===== src/hw/rtl/rau_pkg.sv =====
// Rational arithmetic unit: shared package.
// Operation codes, widths and the queue entry type. No dependencies.
package rau_pkg;
   localparam int OperandWidthDefault = 32;
   localparam int FieldWidth = 32;
   localparam int ResNumWidth = 64;
   localparam int ResDenWidth = 63;
   localparam int QueueDepthDefault = 2;

   typedef enum logic [2:0] {
      OP_ADD = 3'd0,
      OP_SUB = 3'd1,
      OP_MUL = 3'd2,
      OP_DIV = 3'd3,
      OP_CMP = 3'd4,
      OP_RED = 3'd5
   } op_type;

   typedef struct packed {
      logic [2:0] op;
      logic       err;
      logic       zero_a;
      logic signed [FieldWidth-1:0] an;
      logic signed [FieldWidth-1:0] ad;
      logic signed [FieldWidth-1:0] bn;
      logic signed [FieldWidth-1:0] bd;
   } entry_type;
endpackage


===== src/hw/rtl/rau_front.sv =====
// Rational arithmetic unit: front end.
// Accepts requests, sign-extends operands and flags error cases. Uses rau_pkg.
module rau_front #(
   parameter int OperandWidth = rau_pkg::OperandWidthDefault
) (
   input  logic req_valid,
   output logic req_stall,
   input  logic [2:0] req_op,
   input  logic signed [rau_pkg::FieldWidth-1:0] req_a_num,
   input  logic signed [rau_pkg::FieldWidth-1:0] req_a_den,
   input  logic signed [rau_pkg::FieldWidth-1:0] req_b_num,
   input  logic signed [rau_pkg::FieldWidth-1:0] req_b_den,
   output logic q_valid,
   input  logic q_full,
   output rau_pkg::entry_type q_entry
);
   localparam int FW = rau_pkg::FieldWidth;

   function automatic logic signed [FW-1:0] sx(input logic [FW-1:0] v);
      logic [OperandWidth-1:0] t;
      t = v[OperandWidth-1:0];
      return FW'(signed'(t));
   endfunction

   logic signed [FW-1:0] an, ad, bn, bd;
   logic err;

   assign an = sx(req_a_num);
   assign ad = sx(req_a_den);
   assign bn = sx(req_b_num);
   assign bd = sx(req_b_den);

   always_comb begin
      unique case (req_op) inside
         rau_pkg::OP_ADD, rau_pkg::OP_SUB, rau_pkg::OP_MUL, rau_pkg::OP_CMP:
            err = (ad == '0) || (bd == '0);
         rau_pkg::OP_DIV: err = (ad == '0) || (bd == '0) || (bn == '0);
         rau_pkg::OP_RED: err = (ad == '0);
         default: err = 1'b1;
      endcase
   end

   assign req_stall = q_full;
   assign q_valid = req_valid;
   assign q_entry = '{op: req_op, err: err, zero_a: (an == '0),
                      an: an, ad: ad, bn: bn, bd: bd};
endmodule


===== config.mk =====
export PLATFORM = sky130hd
export DESIGN_NAME = rau_front
export DESIGN_NICKNAME = d
export VERILOG_FILES = /design/src/hw/rtl/rau_pkg.sv /design/src/hw/rtl/rau_front.sv
export SDC_FILE = /design/constraint.sdc
export NUM_CORES = 1
export LEC_CHECK = 0
export BUFFER_PORTS_ARGS = -buffer_cell sky130_fd_sc_hd__buf_2
export CORE_AREA = 5 5 102 104
export DETAILED_ROUTE_END_ITERATION = 12
export DIE_AREA = 0 0 107 109
export PLACE_DENSITY = 0.58
export SETUP_SLACK_MARGIN = 0.2
export SLEW_MARGIN = 20
export SYNTH_ARGS = -nofsm -noshare
export SYNTH_HDL_FRONTEND = slang
export SYNTH_SLANG_ARGS = --single-unit

===== constraint.sdc =====
create_clock -name vclk -period 1.4
set_input_delay 0.07 -clock vclk [all_inputs]
set_output_delay 0.07 -clock vclk [all_outputs]
set_load 0.01 [all_outputs]

==> flow_summary.json <==
{
  "dr_total_vias": 1746,
  "io_buffers": 264,
  "crit_type": "primary input to output pin",
  "clock_buffers": 0,
  "drc": 0,
  "seqCellArea_um2": 0,
  "grt_pass1_vias": 1706,
  "drt-total-wl_mm": 6.862,
  "die_area_um2": 11660,
  "worstHoldPathCells": 0,
  "synth.net_count": 316,
  "diodes": 0,
  "avgSynthCellArea_um2": 7.145,
  "irDropWorstVdd_uv": 98.39,
  "slew_violations": 0,
  "grt_antenna_before_repair": 2,
  "layout_commonest_cell": "buf_2",
  "setup_viol": 0,
  "met3WireLength_um": 939,
  "postSynthCellCount": 183,
  "hold_violations": 0,
  "grt_pass1_wl_mm": 8.811,
  "syn2layout_area_growth_pct": 41.72,
  "fmax_ghz": 0.7248,
  "place_congestion": 0.8348,
  "relSlewSlack_pct": 74.65,
  "top_layer": "met5",
  "initial_core_util_pct": 13.82,
  "outcome": "complete, no violations",
  "worstMarginPinSlew_ns": 0.3768,
  "avgViaCountPerCell": 4.060,
  "cp.required_ns": 1.33,
  "p_per_area_nw_per_um2": 319.8,
  "wl_met2_mm": 3.513,
  "drt_iter0_markers": 25,
  "met1Wirelength_mm": 2.315,
  "rows": 36,
  "die_h_um": 109,
  "final.min_clock_period_ns": 1.380,
  "fin_ws_ns": 0.02027,
  "grt_overflow": 0,
  "multi_input_comb_area_um2": 347.8,
  "critPathLaunchType": "primary input",
  "cp-end-kind": "output pin",
  "post-place-ws_ns": -0.07227,
  "path_max_fanout": 2,
  "rsz0062_at_grt": "true",
  "drive_above_1_share_pct": 86.39,
  "ioPinCount": 268,
  "first_pass_iters": 4,
  "coreArea_um2": 9459,
  "nNetsFinal": 451,
  "fillers": 1082,
  "ys_types": 10,
  "layout_common_cells": "buf_2 (261), nor4_1 (27), nand4_1 (6)",
  "drv_cap": 0,
  "routedWlPerCell_um": 15.96,
  "hold_path.class": "primary input to output pin",
  "flops_and_latches": 0,
  "grt_max_degree": 4,
  "synth_warnings": 0,
  "dp_hpwl_mm": 6.509,
  "p_leak_nw": 1.097,
  "timing.final.crit_share_pct": 98.55,
  "ys_seq_area_share_pct": 0,
  "cp_data_arrival_time_ns": 1.31,
  "chipWidth_um": 107,
  "antenna_left": 0,
  "setup_tns_ns": 0,
  "grtUsageTotal_pct": 9.719,
  "syn_area_um2": 1308
}
## path summary, 6_finish.rpt
path	from	to	slack, ns
max	req_b_den[14]	q_entry[129]	0.02
min	req_valid	q_valid	0.14
## cell type report
class                           instances  area share (%)
Tap cell                              114           7.698
Multi-Input combinational cell         49           18.77
Timing Repair Buffer                  267           73.53
## cells by family (layout without fill, tap and decap cells)
logic type | after synthesis | count (layout) | synth area share [%]
buffers and inverters | 134 | 267 | 76.94
AND/OR/NAND/NOR | 47 | 47 | 21.53
AO/OA/AOI/OAI | 2 | 2 | 1.530
## per-layer routing
layer  up-vias  global-route usage [%]
li1        770                       -
met5         -                       0
met4         4                  0.1826
met2       184                   19.96
met3        12                   2.605
met1       776                   10.38
## power by group
group / total (W) / internal, W / switching [W]
logic: 0.000593 / 0.000285 / 0.000308
registers: 0 / 0 / 0
clock network: 0 / 0 / 0
## critical path, cell delays in order
cell	delay (ns)
buf_6	0.09
or4_4	0.54
a2111oi_4	0.32
or3_1	0.16
buf_2	0.12
## cell usage after synthesis (all sizes together)
cell type	count	share of area [%]
nor4	31	15
nand4	6	2.9
buf	134	77
a2111oi	1	1.1
nand2	3	0.86
o21ai	1	0.38
nand3	2	0.77
or3	1	0.48
or4	1	0.86
nor2	3	0.86
## through the flow
stage	area [um^2]	utilization, %	power [W]	hold WS (ns)	cells
after global placement	1780	18.82	0.0005744	0.1401	429
final	1853	19.59	0.0005925	0.1400	430
after CTS	1812	19.15	0.0005863	0.1401	429
after global routing	1853	19.59	0.0006393	0.1401	430
after floorplan	1308	-	0.0004151	0.2318	183
after detailed placement	1780	18.82	0.0005790	0.1401	429
## timing repair
action,4_1_cts,5_1_grt
gates resized for setup,4,5
hold buffers,0,0
buffers inserted,0,1
endpoints found under the setup margin,1,1
pin swaps,1,7
Note: power is estimated with default switching activity, not from simulation.
