### config.mk
export PLATFORM = sky130hd
export DESIGN_NAME = rau_queue
export DESIGN_NICKNAME = d
export VERILOG_FILES = /design/src/hw/rtl/rau_pkg.sv /design/src/hw/rtl/rau_queue.sv
export SDC_FILE = /design/constraint.sdc
export NUM_CORES = 1
export LEC_CHECK = 0
export ABC_AREA = 1
export BUFFER_PORTS_ARGS = -buffer_cell sky130_fd_sc_hd__buf_4
export CAP_MARGIN = 25
export CORE_MARGIN = 2
export CORE_UTILIZATION = 47
export DETAILED_ROUTE_END_ITERATION = 6
export HOLD_SLACK_MARGIN = 0.08
export PLACE_DENSITY_LB_ADDON = 0.3
export SLEW_MARGIN = 30
export SYNTH_ARGS = -nofsm -noshare
export SYNTH_HDL_FRONTEND = slang
export SYNTH_SLANG_ARGS = --single-unit
### constraint.sdc
create_clock -name clock -period 9 [get_ports clock]
set_input_delay 1.8 -clock clock [delete_from_list [all_inputs] [get_ports clock]]
set_output_delay 1.8 -clock clock [all_outputs]
set_load 0.02 [all_outputs]
### src/hw/rtl/rau_pkg.sv
// Rational arithmetic unit: shared package.
// Operation codes, widths and the queue entry type. No dependencies.
package rau_pkg;
   localparam int OperandWidthDefault = 32;
   localparam int FieldWidth = 32;
   localparam int ResNumWidth = 64;
   localparam int ResDenWidth = 63;
   localparam int QueueDepthDefault = 2;

   typedef enum logic [2:0] {
      OP_ADD = 3'd0,
      OP_SUB = 3'd1,
      OP_MUL = 3'd2,
      OP_DIV = 3'd3,
      OP_CMP = 3'd4,
      OP_RED = 3'd5
   } op_type;

   typedef struct packed {
      logic [2:0] op;
      logic       err;
      logic       zero_a;
      logic signed [FieldWidth-1:0] an;
      logic signed [FieldWidth-1:0] ad;
      logic signed [FieldWidth-1:0] bn;
      logic signed [FieldWidth-1:0] bd;
   } entry_type;
endpackage

### src/hw/rtl/rau_queue.sv
// Rational arithmetic unit: request queue between front and back end.
// Small register FIFO of entry_type. Uses rau_pkg.
module rau_queue #(
   parameter int Depth = rau_pkg::QueueDepthDefault
) (
   input  logic clock,
   input  logic reset,
   input  logic wr_valid,
   output logic full,
   input  rau_pkg::entry_type wr_data,
   output logic rd_valid,
   input  logic rd_take,
   output rau_pkg::entry_type rd_data
);
   localparam int AW = (Depth > 1) ? $clog2(Depth) : 1;
   rau_pkg::entry_type mem_ff [Depth];
   logic [AW-1:0] wp_ff, rp_ff;
   logic [AW:0] cnt_ff;
   logic wr, rd;

   assign full = (cnt_ff == (AW+1)'(Depth));
   assign rd_valid = (cnt_ff != '0);
   assign rd_data = mem_ff[rp_ff];
   assign wr = wr_valid && !full;
   assign rd = rd_take && rd_valid;

   function automatic logic [AW-1:0] nxt(input logic [AW-1:0] p);
      return (p == AW'(Depth-1)) ? '0 : p + 1'b1;
   endfunction

   always_ff @(posedge clock) begin
      if (reset) begin
         wp_ff <= '0;
         rp_ff <= '0;
         cnt_ff <= '0;
      end else begin
         if (wr) wp_ff <= nxt(wp_ff);
         if (rd) rp_ff <= nxt(rp_ff);
         if (wr && !rd) cnt_ff <= cnt_ff + 1'b1;
         else if (rd && !wr) cnt_ff <= cnt_ff - 1'b1;
      end
   end

   always_ff @(posedge clock) begin
      if (wr) mem_ff[wp_ff] <= wr_data;
   end
endmodule

==> summary.md, run 1 <==
| Metric | Value |
|---|---|
| Period utilization | 57.6% |
| Fmax | roughly 190 MHz |
| Pleak | 5.09 nW |
| Pwr Total | 3.78 mW |
| Hold Vio Cnt, Final | 0 |
| Via Count | 5140 |
| # setup viols final | 0 |
| Main area contributors after synthesis | edfxtp_1 (79%), mux2_4 (10%), mux2_2 (7.0%) |
| RSZ-0062 raised after global routing | false |
| Hpwl dp | 12.9 mm |
| H-tree depth | 1 |
| Synth Instances | between 400 and 500 |
| CTS root buffer | clkbuf_16 |
| Worst hold path class | register to register |
| GRT Util Overall | 16.0% |
| DRT Pass-1 Iters | 4 |
| Shortest period the worst path allows | roughly 5200 ps |
| Ys Warns | 0 |
| Comb pwr share | roughly 28% |
| Die height | 151 microns |
| CTS tree | yes |
| Vias per cell | 4.96 |
| Switching Share | 27.9% |
| Initial core utilization | 48.0% |
| Worst Skew | 12.2 ps |
| DP Worst Slack | 4340 ps |
| Peak VDD IR | 0.000216 V |
| Hold bufs inserted after CTS | 0 |
| Register share of total power | 43.8% |
| Longest Clk Path Bufs | 3 |
| Slew Limit Fails | 0 |
| Pint | between 2 and 3 mW |
| Setup CP Type | register to output pin |
| CTS resizes | 0 |
| Psw | 1.05 mW |
| RePlAce Congestion | approximately 0.76 |
| Initial antenna violation count | 0 |
| Port Buf Inserts | 271 |
| Area grow syn2layout | 31.4% |
| Final WS setup | 3820 ps |
| End-of-flow core utilization | a little over three fifths |
| Startpoint class of the critical path | register |
| Actual slew at the worst max-slew pin | around 820 ps |
| Syn nets | a little under 600 |
| Share of layout cells above drive strength 1 | 59.3% |
| Post-synth top area cell | edfxtp_1 |
| Syn avg cell area | 22.4 sq um |
| Drt initial violations | 177 |
| Cts bufs inserted | 27 |
| TNS Setup | 0 ps |
| Post-DR wirelength/cell | 18.7 microns |
| Post-DP Area | 12400 sq um |
| Core area | roughly 21000 sq um |
| Die area | 22700 sq um |
| WP data arrival | 3380 ps |
| Outcome | finished, final reports clean |
| GR Overflow Total | 0 |
| First-pass GRT wire length | between 20 and 30 mm |
| Critical Path Sink Type | output pin |
| Final wirelength | about 19 mm |
| Clock Pin Slew Worst Setup and Hold Paths | approximately 60 ps |
| Die Span X | around 150 microns |
| Num rows | 53 |
| PwrDens | 285 nW/um^2 |
| CP Max Fanout | 58 |
| Setup Buffers After CTS | 0 |
| Drt drc | 0 |
| Clk_lat worst skew | around 520 ps |
| Nets | 880 |
| Vias in the first global route | 5396 |
| Req. time, crit path | ~7200 ps |
| Sequential element share of the synthesized area | 79.9% |
| Final instance area | 13300 sq um |
| Yosys reg bits | 271 |
| ANT nets after route | 0 |
| Yosys top cell area share | 78.9% |
| Synth Cell Area | 10100 sq um |
| IO Pins | 272 |
| Synth cell types | 14 |
| Max cap viols | 0 |
| Clock power share | 28.4% |
| CTS sink count | around 270 |
| Number of diodes | 0 |
| Largest net degree at the start of global routing | 83 |
| Worst slew margin | ~45% |
## layer usage
layer  track usage, %  part of all wire (%)  wire, microns
met1             19.2                    39           7560
met2             27.0                    48           9380
met3             5.91                    10           1970
met4             5.33                   2.4            469
met5                0                     0              0
## worst max-delay path, cell delays in order (launching register included)
cell     delay [ps]
dfxtp_4         690
buf_4           710
buf_4           780
mux2_2          420
buf_4           160
## cells by family (layout without fill, tap and decap cells)
family,count (synthesis),count (layout),share of synthesized area [%]
adders and majority gates,1,1,0.124
AOI/OAI and AO/OA,5,5,0.247
buffers and inverters,23,333,1.60
and+or+nand+nor,18,18,0.717
DFF,271,271,79.9
muxes,133,133,17.4
## registers in the layout, summed over array words and instances, names as in the netlist, named ones only
| name | flops |
|---|---|
| mem_ff | 266 |
| cnt_ff | 2 |
| rp_ff | 1 |
| wp_ff | 1 |
## worst paths after layout
kind / startpoint / to / slack, ps / cells past startpoint
worst min register to register: rp_ff$_SDFFE_PP0P_ / rp_ff$_SDFFE_PP0P_ / 540 / 2
worst min-delay path: rp_ff$_SDFFE_PP0P_ / rp_ff$_SDFFE_PP0P_ / 540 / 2
worst max-delay path: register / rd_data[116] / 3820 / 4
worst max register to register: cnt_ff[1]$_SDFFE_PP0P_ / cnt_ff[1]$_SDFFE_PP0P_ / 7000 / 9
## layout by cell type (no fill, tap or decap), types with 2 or more instances in the layout
cell type | netlist | layout
nand3_1 | 2 | 2
clkinv_1 | 0 | 3
o21ai_0 | 3 | 3
mux2_2 | 63 | 63
inv_1 | 8 | 8
edfxtp_1 | 266 | 266
a21oi_1 | 2 | 2
bufinv_16 | 0 | 3
dfxtp_1 | 5 | 4
clkinv_2 | 0 | 4
nand2_1 | 7 | 7
nor2_4 | 0 | 2
clkbuf_16 | 0 | 27
nor2_1 | 8 | 6
clkinvlp_4 | 0 | 3
buf_4 | 0 | 275
mux2_4 | 70 | 70
buf_6 | 9 | 2
clkbuf_1 | 0 | 7
## cell type report
cell class | instances | area [sq um]
Clock buffer | 34 | 702
Clock inverter | 14 | 153
Fill cell | 1491 | 7790
Inverter | 8 | 30.0
Multi-Input combinational cell | 157 | 1890
Sequential cell | 271 | 8090
Tap cell | 275 | 344
Timing Repair Buffer | 277 | 2090
## cell usage after synthesis, drive strengths merged
cell type	instances
buf	15
nand2	7
edfxtp	266
nand4	1
nand3	2
nor2	8
inv	8
dfxtp	5
ha	1
a21oi	2
o21ai	3
mux2	133
## power groups by stage
stage	combinational (mW)	sequential, mW	clock [mW]
5_1_grt	1.11	1.67	1.15
3_5_place_dp	1.06	1.69	0
6_report	1.05	1.66	1.07
4_1_cts	1.07	1.66	1.10
2_1_floorplan	0.685	1.69	0
3_3_place_gp	1.04	1.67	0
## through the flow
| stage | cells | hold WS (ps) |
|---|---|---|
| global placement | 988 | 482 |
| detailed placement | 988 | 515 |
| finish | 1036 | 538 |
| global route | 1036 | 551 |
| floorplan | 451 | 465 |
| CTS | 1036 | 534 |
Power figures use the tool's default switching activity.
==> inputs of run 2 (changes only) <==
- ABC_AREA: 1 -> 0
- clock period: 9 -> 5.12 ns (I/O delays scaled with it)
==> run 2 against run 1 <==
Net effect: die area shrank 0.19%; utilization is 0.28 points higher; global-route usage fell by 0.21 points; combinational power rose by 100%; critical endpoint is now rd_data[117].
==> summary.md, run 2 <==
| Metric | Value |
|---|---|
| Multi-input logic area | 1880 sq um |
| Final wirelength | 19.0 mm |
| Synth Instances | 439 |
| Compound-gate portion of the synthesized area | less than 1% |
| Worst Skew | 14.3 ps |
| Biggest register | mem_ff |
| Cts bufs inserted | 28 |
| Via Count | roughly 5100 |
| Die Span X | 151 microns |
| CP Depth | 3 |
| TNS Setup | 0 ps |
| GR Overflow Total | 0 |
| Worst r2r src | cnt_ff[0]$_SDFFE_PP0P_ |
| Clock Pin Slew Worst Setup and Hold Paths | 60 ps |
| Share of layout cells above drive strength 1 | 60.8% |
| CTS tree | yes |
| Drt drc | 0 |
| CTS root buffer | clkbuf_16 |
| Initial antenna violation count | 0 |
| Post-synthesis mux area share | 17.4% |
| R2r setup slk | 2870 ps |
| Placed cells | 975 |
| PwrDens | 521 nW/um^2 |
| Slew Limit Fails | 0 |
| DP Worst Slack | 2010 ps |
| Nets | 868 |
| Worst reg2reg path depth | 4 |
| Area grow syn2layout | 32.2% |
| Num rows | 53 |
| Synth Area in XOR/XNOR | 0.260% |
| WP data arrival | ~2100 ps |
| Actual slew at the worst max-slew pin | 797 ps |
| Max cap viols | 0 |
| Final WS setup | ~2000 ps |
| Worst slew margin | 46.8% |
| Worst path top cell family by delay | buffers and inverters |
| Yosys top cell area share | 79.1% |
| FF+latch area | 8090 sq um |
| Post-Synth Simple-Gate Area | less than 1% |
| Synth cell types | 16 |
| Most used cell, CP | buf_4 |
| Shortest period the worst path allows | 3090 ps |
| Number of diodes | 0 |
| Largest family of logic cells by synthesized area | multiplexers |
| Hold bufs inserted after CTS | 0 |
| RePlAce Congestion | 0.746 |
| ANT nets after route | 0 |
| CP peak stage delay | 590 ps |
| Peak VDD IR | 0.000349 V |
| Hpwl dp | 12.4 mm |
| # setup viols final | 0 |
| Post-synth top area cell | edfxtp_1 |
| Pleak | 5.11 nW |
| Largest regs | mem_ff: 266 flops, cnt_ff: 2 flops |
| H-tree depth | 1 |
| Most frequent cells after synthesis | edfxtp_1 (266), mux2_4 (70), mux2_2 (63) |
| Main flop type after synthesis | edfxtp_1 |
| Number of fill cells | roughly 1500 |
| Main area contributors after synthesis | edfxtp_1 (79%), mux2_4 (10%), mux2_2 (7.0%) |
| DRT Pass-1 Iters | 4 |
| Synth Cell Area | 10100 sq um |
| Hold Vio Cnt, Final | 0 |
| Outcome | finished, final reports clean |
| Largest register FFs | ~270 |
| CTS sink count | 271 |
| Post-synth EDFFs | 266 |
| Syn avg cell area | ~23 sq um |
| Vias per cell | between 4 and 5 |
| First-pass GRT wire length | 27.8 mm |
| Req. time, crit path | 4100 ps |
| Clk_lat worst skew | 520 ps |
| Core area | 21100 sq um |
| Adder-cell share of the synthesized area | 0.124% |
| Sequential element share of the synthesized area | 80.1% |
| Fin cells | slightly above 1000 |
| Startpoint class of the critical path | register |
| Die area | 22700 sq um |
| Vias in the first global route | 5401 |
| Crit path to | rd_data[117] |
| RSZ-0062 raised after global routing | false |
| Critical Path Sink Type | output pin |
| Syn nets | 577 |
| Ys async rst share | 0% |
| RR Endpoint | mem_ff[0][66]$_DFFE_PP_ |
| Yosys reg bits | around 270 |
| Worst hold path class | register to register |
| Sequence of cells on the critical path | buf_4 > mux2_2 > buf_4 |
| Setup Buffers After CTS | 0 |
| Drt initial violations | 201 |
| Longest Clk Path Bufs | 3 |
| End-of-flow core utilization | between 60% and 70% |
| Setup CP Type | register to output pin |
| Initial core utilization | 47.9% |
| CP bufs+invs | 2 |
| IO Pins | around 270 |
| CP Max Fanout | 40 |
| Pwr Total | 6.96 mW |
| Post-DR wirelength/cell | around 19 microns |
| CP max-delay cell | buf_4 |
| Ys Warns | 0 |
| Most frequent cells in the layout | buf_4 (274), edfxtp_1 (266), mux2_4 (70) |
| Fmax | 323 MHz |
| Commonest non-fill, non-tap cell in the layout | buf_4 |
| GRT Util Overall | roughly 16% |
| CTS resizes | 0 |
| Port Buf Inserts | roughly 270 |
| Most frequent cell after synthesis | edfxtp_1 |
| Largest net degree at the start of global routing | roughly 110 |
| Die height | 151 microns |
| Period utilization | a little over 60% |
run 2: layout make-up:
class / count / area share, %
inverters: 2 / 0.112
flip-flops and latches: 271 / 60.6
well taps: 275 / 2.58
clock inverters: 11 / 0.796
multi-input cells: 151 / 14.0
clock buffers: 39 / 6.17
repair buffers: 276 / 15.7
run 2: logic make-up after synthesis:
kind of cell / Yosys count
adders and majority gates: 1
DFF: 271
and+or+nand+nor: 9
AOI/OAI and AO/OA: 5
xor gates and xnor gates: 3
muxes: 133
buffers and inverters: 17
run 2: metrics by stage:
stage,area (sq um),hold slack (ps)
6_report,13400,497
5_1_grt,13400,525
4_1_cts,13400,494
3_5_place_dp,12400,486
3_3_place_gp,12400,470
2_1_floorplan,10100,452
run 2: worst min-delay path by stage:
stage | from | depth (start not counted) | endpoint
after global routing | wp_ff$_SDFFE_PP0N_ | 2 | wp_ff$_SDFFE_PP0N_
after CTS | wp_ff$_SDFFE_PP0N_ | 2 | wp_ff$_SDFFE_PP0N_
final | wp_ff$_SDFFE_PP0N_ | 2 | wp_ff$_SDFFE_PP0N_
after global placement | wp_ff$_SDFFE_PP0N_ | 2 | wp_ff$_SDFFE_PP0N_
after detailed placement | wp_ff$_SDFFE_PP0N_ | 2 | wp_ff$_SDFFE_PP0N_
after floorplan | wp_ff$_SDFFE_PP0N_ | 2 | wp_ff$_SDFFE_PP0N_
run 2: metal layers:
layer / vias up / track usage, % / wire (microns) / part of all wire (%)
li1: 2322 / - / - / -
met1: 2480 / 19.4 / 7570 / 40
met2: 220 / 26.8 / 9100 / 48
met3: 31 / 5.36 / 1900 / 10
met4: 0 / 4.77 / 412 / 2.2
met5: - / 0 / 0 / 0
run 2: power breakdown:
| part | internal [mW] | switching (mW) | total (mW) |
|---|---|---|---|
| logic | 0.998 | 1.11 | 2.11 |
| registers | 2.79 | 0.0725 | 2.86 |
| clock network | 1.21 | 0.773 | 1.99 |
| total | 5.00 | 1.96 | 6.96 |
run 2: worst min-delay path, cell delays in order (launching register included):
cell,delay (ps)
dfxtp_1,320
o21ai_0,70
a21oi_1,60
==> inputs of run 3 (changes only) <==
- clock period: 5.12 -> 3.1 ns (I/O delays scaled with it)
==> run 3 against run 2 <==
Net effect: count of clock-buffer cells in the layout fell by 6; highest routed layer unchanged; critical path depth unchanged; first-iteration DRC count grew 31%.
==> summary.md, run 3 (synthesis gave the netlist of run 2 again) <==
| Metric | Value |
|---|---|
| Outcome | finished, final reports clean |
| RePlAce Congestion | roughly 0.76 |
| CP bufs+invs | 2 |
| DRT Pass-1 Iters | 4 |
| Drt initial violations | between 200 and 300 |
| Area grow syn2layout | 32.6% |
| Die area | between 20000 and 25000 sq um |
| Comb pwr share | ~31% |
| GR Overflow Total | 0 |
| CP peak stage delay | between 600 and 700 ps |
| IO Pins | about 270 |
| Register share of total power | 41.9% |
| Cts bufs inserted | 28 |
| Highest Signal Layer | met4 |
| Pint | 8.16 mW |
| Hpwl dp | 12.8 mm |
| First-pass GRT wire length | 28.3 mm |
| Critical Path Sink Type | output pin |
| End-of-flow core utilization | 63.5% |
| Shortest period the worst path allows | 2700 ps |
| Number of fill cells | 1481 |
| CTS root buffer | clkbuf_16 |
| Core area | 21100 sq um |
| Actual slew at the worst max-slew pin | 494 ps |
| CTS sink count | 271 |
| Psw | 3.25 mW |
| Initial core utilization | between 40% and 50% |
| Num rows | 53 |
| # setup viols final | 0 |
| Clock Pin Slew Worst Setup and Hold Paths | 60 ps |
| Sequence of cells on the critical path | buf_12 > mux2_2 > buf_4 |
| Die height | around 150 microns |
| Multi-input logic area | 1890 sq um |
| CP Max Fanout | 34 |
| Most frequent cells in the layout | buf_4 (271), edfxtp_1 (266), mux2_4 (70) |
| Die Span X | 151 microns |
| Largest regs | mem_ff: 266 flops, cnt_ff: 2 flops |
| Drt drc | 0 |
| Met1 WL | 7.25 mm |
| ANT nets after route | 0 |
| Worst slew margin | 67.0% |
| Share of layout cells above drive strength 1 | about three fifths |
| Max cap viols | 0 |
| Req. time, crit path | ~2500 ps |
| Clock power share | roughly 28% |
| Nets | 870 |
| Initial antenna violation count | 0 |
| WHS | between 200 and 300 ps |
| Startpoint class of the critical path | register |
| Vias in the first global route | 5426 |
| Clk_lat worst skew | 520 ps |
| Worst Skew | 6.60 ps |
| Hold Vio Cnt, Final | 0 |
| GRT Util Overall | 16.1% |
| Hold bufs inserted after CTS | 0 |
| Setup Buffers After CTS | 0 |
| Setup CP Type | register to output pin |
| Pleak | 5.10 nW |
| PwrDens | 853 nW/um^2 |
| Peak VDD IR | 0.000542 V |
| Post-DR wirelength/cell | 18.6 microns |
| CTS resizes | 0 |
| WP data arrival | 2080 ps |
| CTS tree | yes |
| Port Buf Inserts | between 200 and 300 |
| Via Count | 5037 |
| Largest net degree at the start of global routing | 76 |
| CP max-delay cell | dfxtp_4 |
| FF+latch area | 8090 sq um |
| Longest Clk Path Bufs | 3 |
| Commonest non-fill, non-tap cell in the layout | buf_4 |
| TNS Setup | 0 ps |
| Largest register FFs | roughly 270 |
| RSZ-0062 raised after global routing | false |
| Period utilization | ~87% |
| Switching Share | between 20 and 30% |
| H-tree depth | 1 |
| Fmax | roughly 370 MHz |
| Number of diodes | 0 |
| DR WL met2 | roughly 9.4 mm |
| Met3 wire length | 2.11 mm |
| Worst hold path class | input port to register |
| Vias per cell | 4.91 |
| Worst path top cell family by delay | flip-flops |
| Biggest register | mem_ff |
| Final wirelength | 19.1 mm |
| Slew Limit Fails | 0 |
run 3: cell types whose count changed in the layout (fill, tap and decap cells not counted), moves of 2 or more:
cell        before  now
clkbuf_8         6    0
clkinvlp_4       1    4
clkinv_2         3    5
clkinv_1         4    6
buf_12           2    7
buf_4          274  271
run 3: final timing paths:
| check | from | end | slack (ps) | cells after the start |
|---|---|---|---|---|
| max | register | rd_data[116] | 400 | 3 |
| min | wr_data[124] | mem_ff[0][124]$_DFFE_PP_ | 280 | 1 |
| max reg2reg | cnt_ff[0]$_SDFFE_PP0P_ | mem_ff[0][100]$_DFFE_PP_ | 1350 | 4 |
| min reg2reg | wp_ff$_SDFFE_PP0N_ | wp_ff$_SDFFE_PP0N_ | 490 | 2 |
run 3: through the flow:
stage               setup WS, ps  std cells  power [mW]  cell area (sq um)
floorplan                  -10.3        439        7.07              10100
global placement             937        977        8.32              12500
detailed placement           920        977        8.40              12500
CTS                          352       1026        11.6              13400
global route                 286       1026        11.9              13400
finish                       396       1026        11.4              13400
run 3: power groups by stage:
stage / Clock [mW] / Sequential, mW / Combinational (mW)
4_1_cts: 3.22 / 4.80 / 3.54
3_3_place_gp: 0 / 4.84 / 3.48
6_report: 3.14 / 4.79 / 3.49
3_5_place_dp: 0 / 4.87 / 3.52
2_1_floorplan: 0 / 4.80 / 2.28
5_1_grt: 3.37 / 4.84 / 3.70
run 3: cell type report:
cell class	instances	share of cell area, %
multi-input combinational	151	14.1
inverter	2	0.178
clock buffer	33	5.53
tap	275	2.57
timing repair buffer	278	16.2
clock inverter	16	0.972
sequential	271	60.4
run 3: layer usage:
layer	vias to the layer above	global-route usage, %
met4	0	3.74
met5	-	0
met3	28	5.76
li1	2328	-
met2	204	27.7
met1	2477	19.5
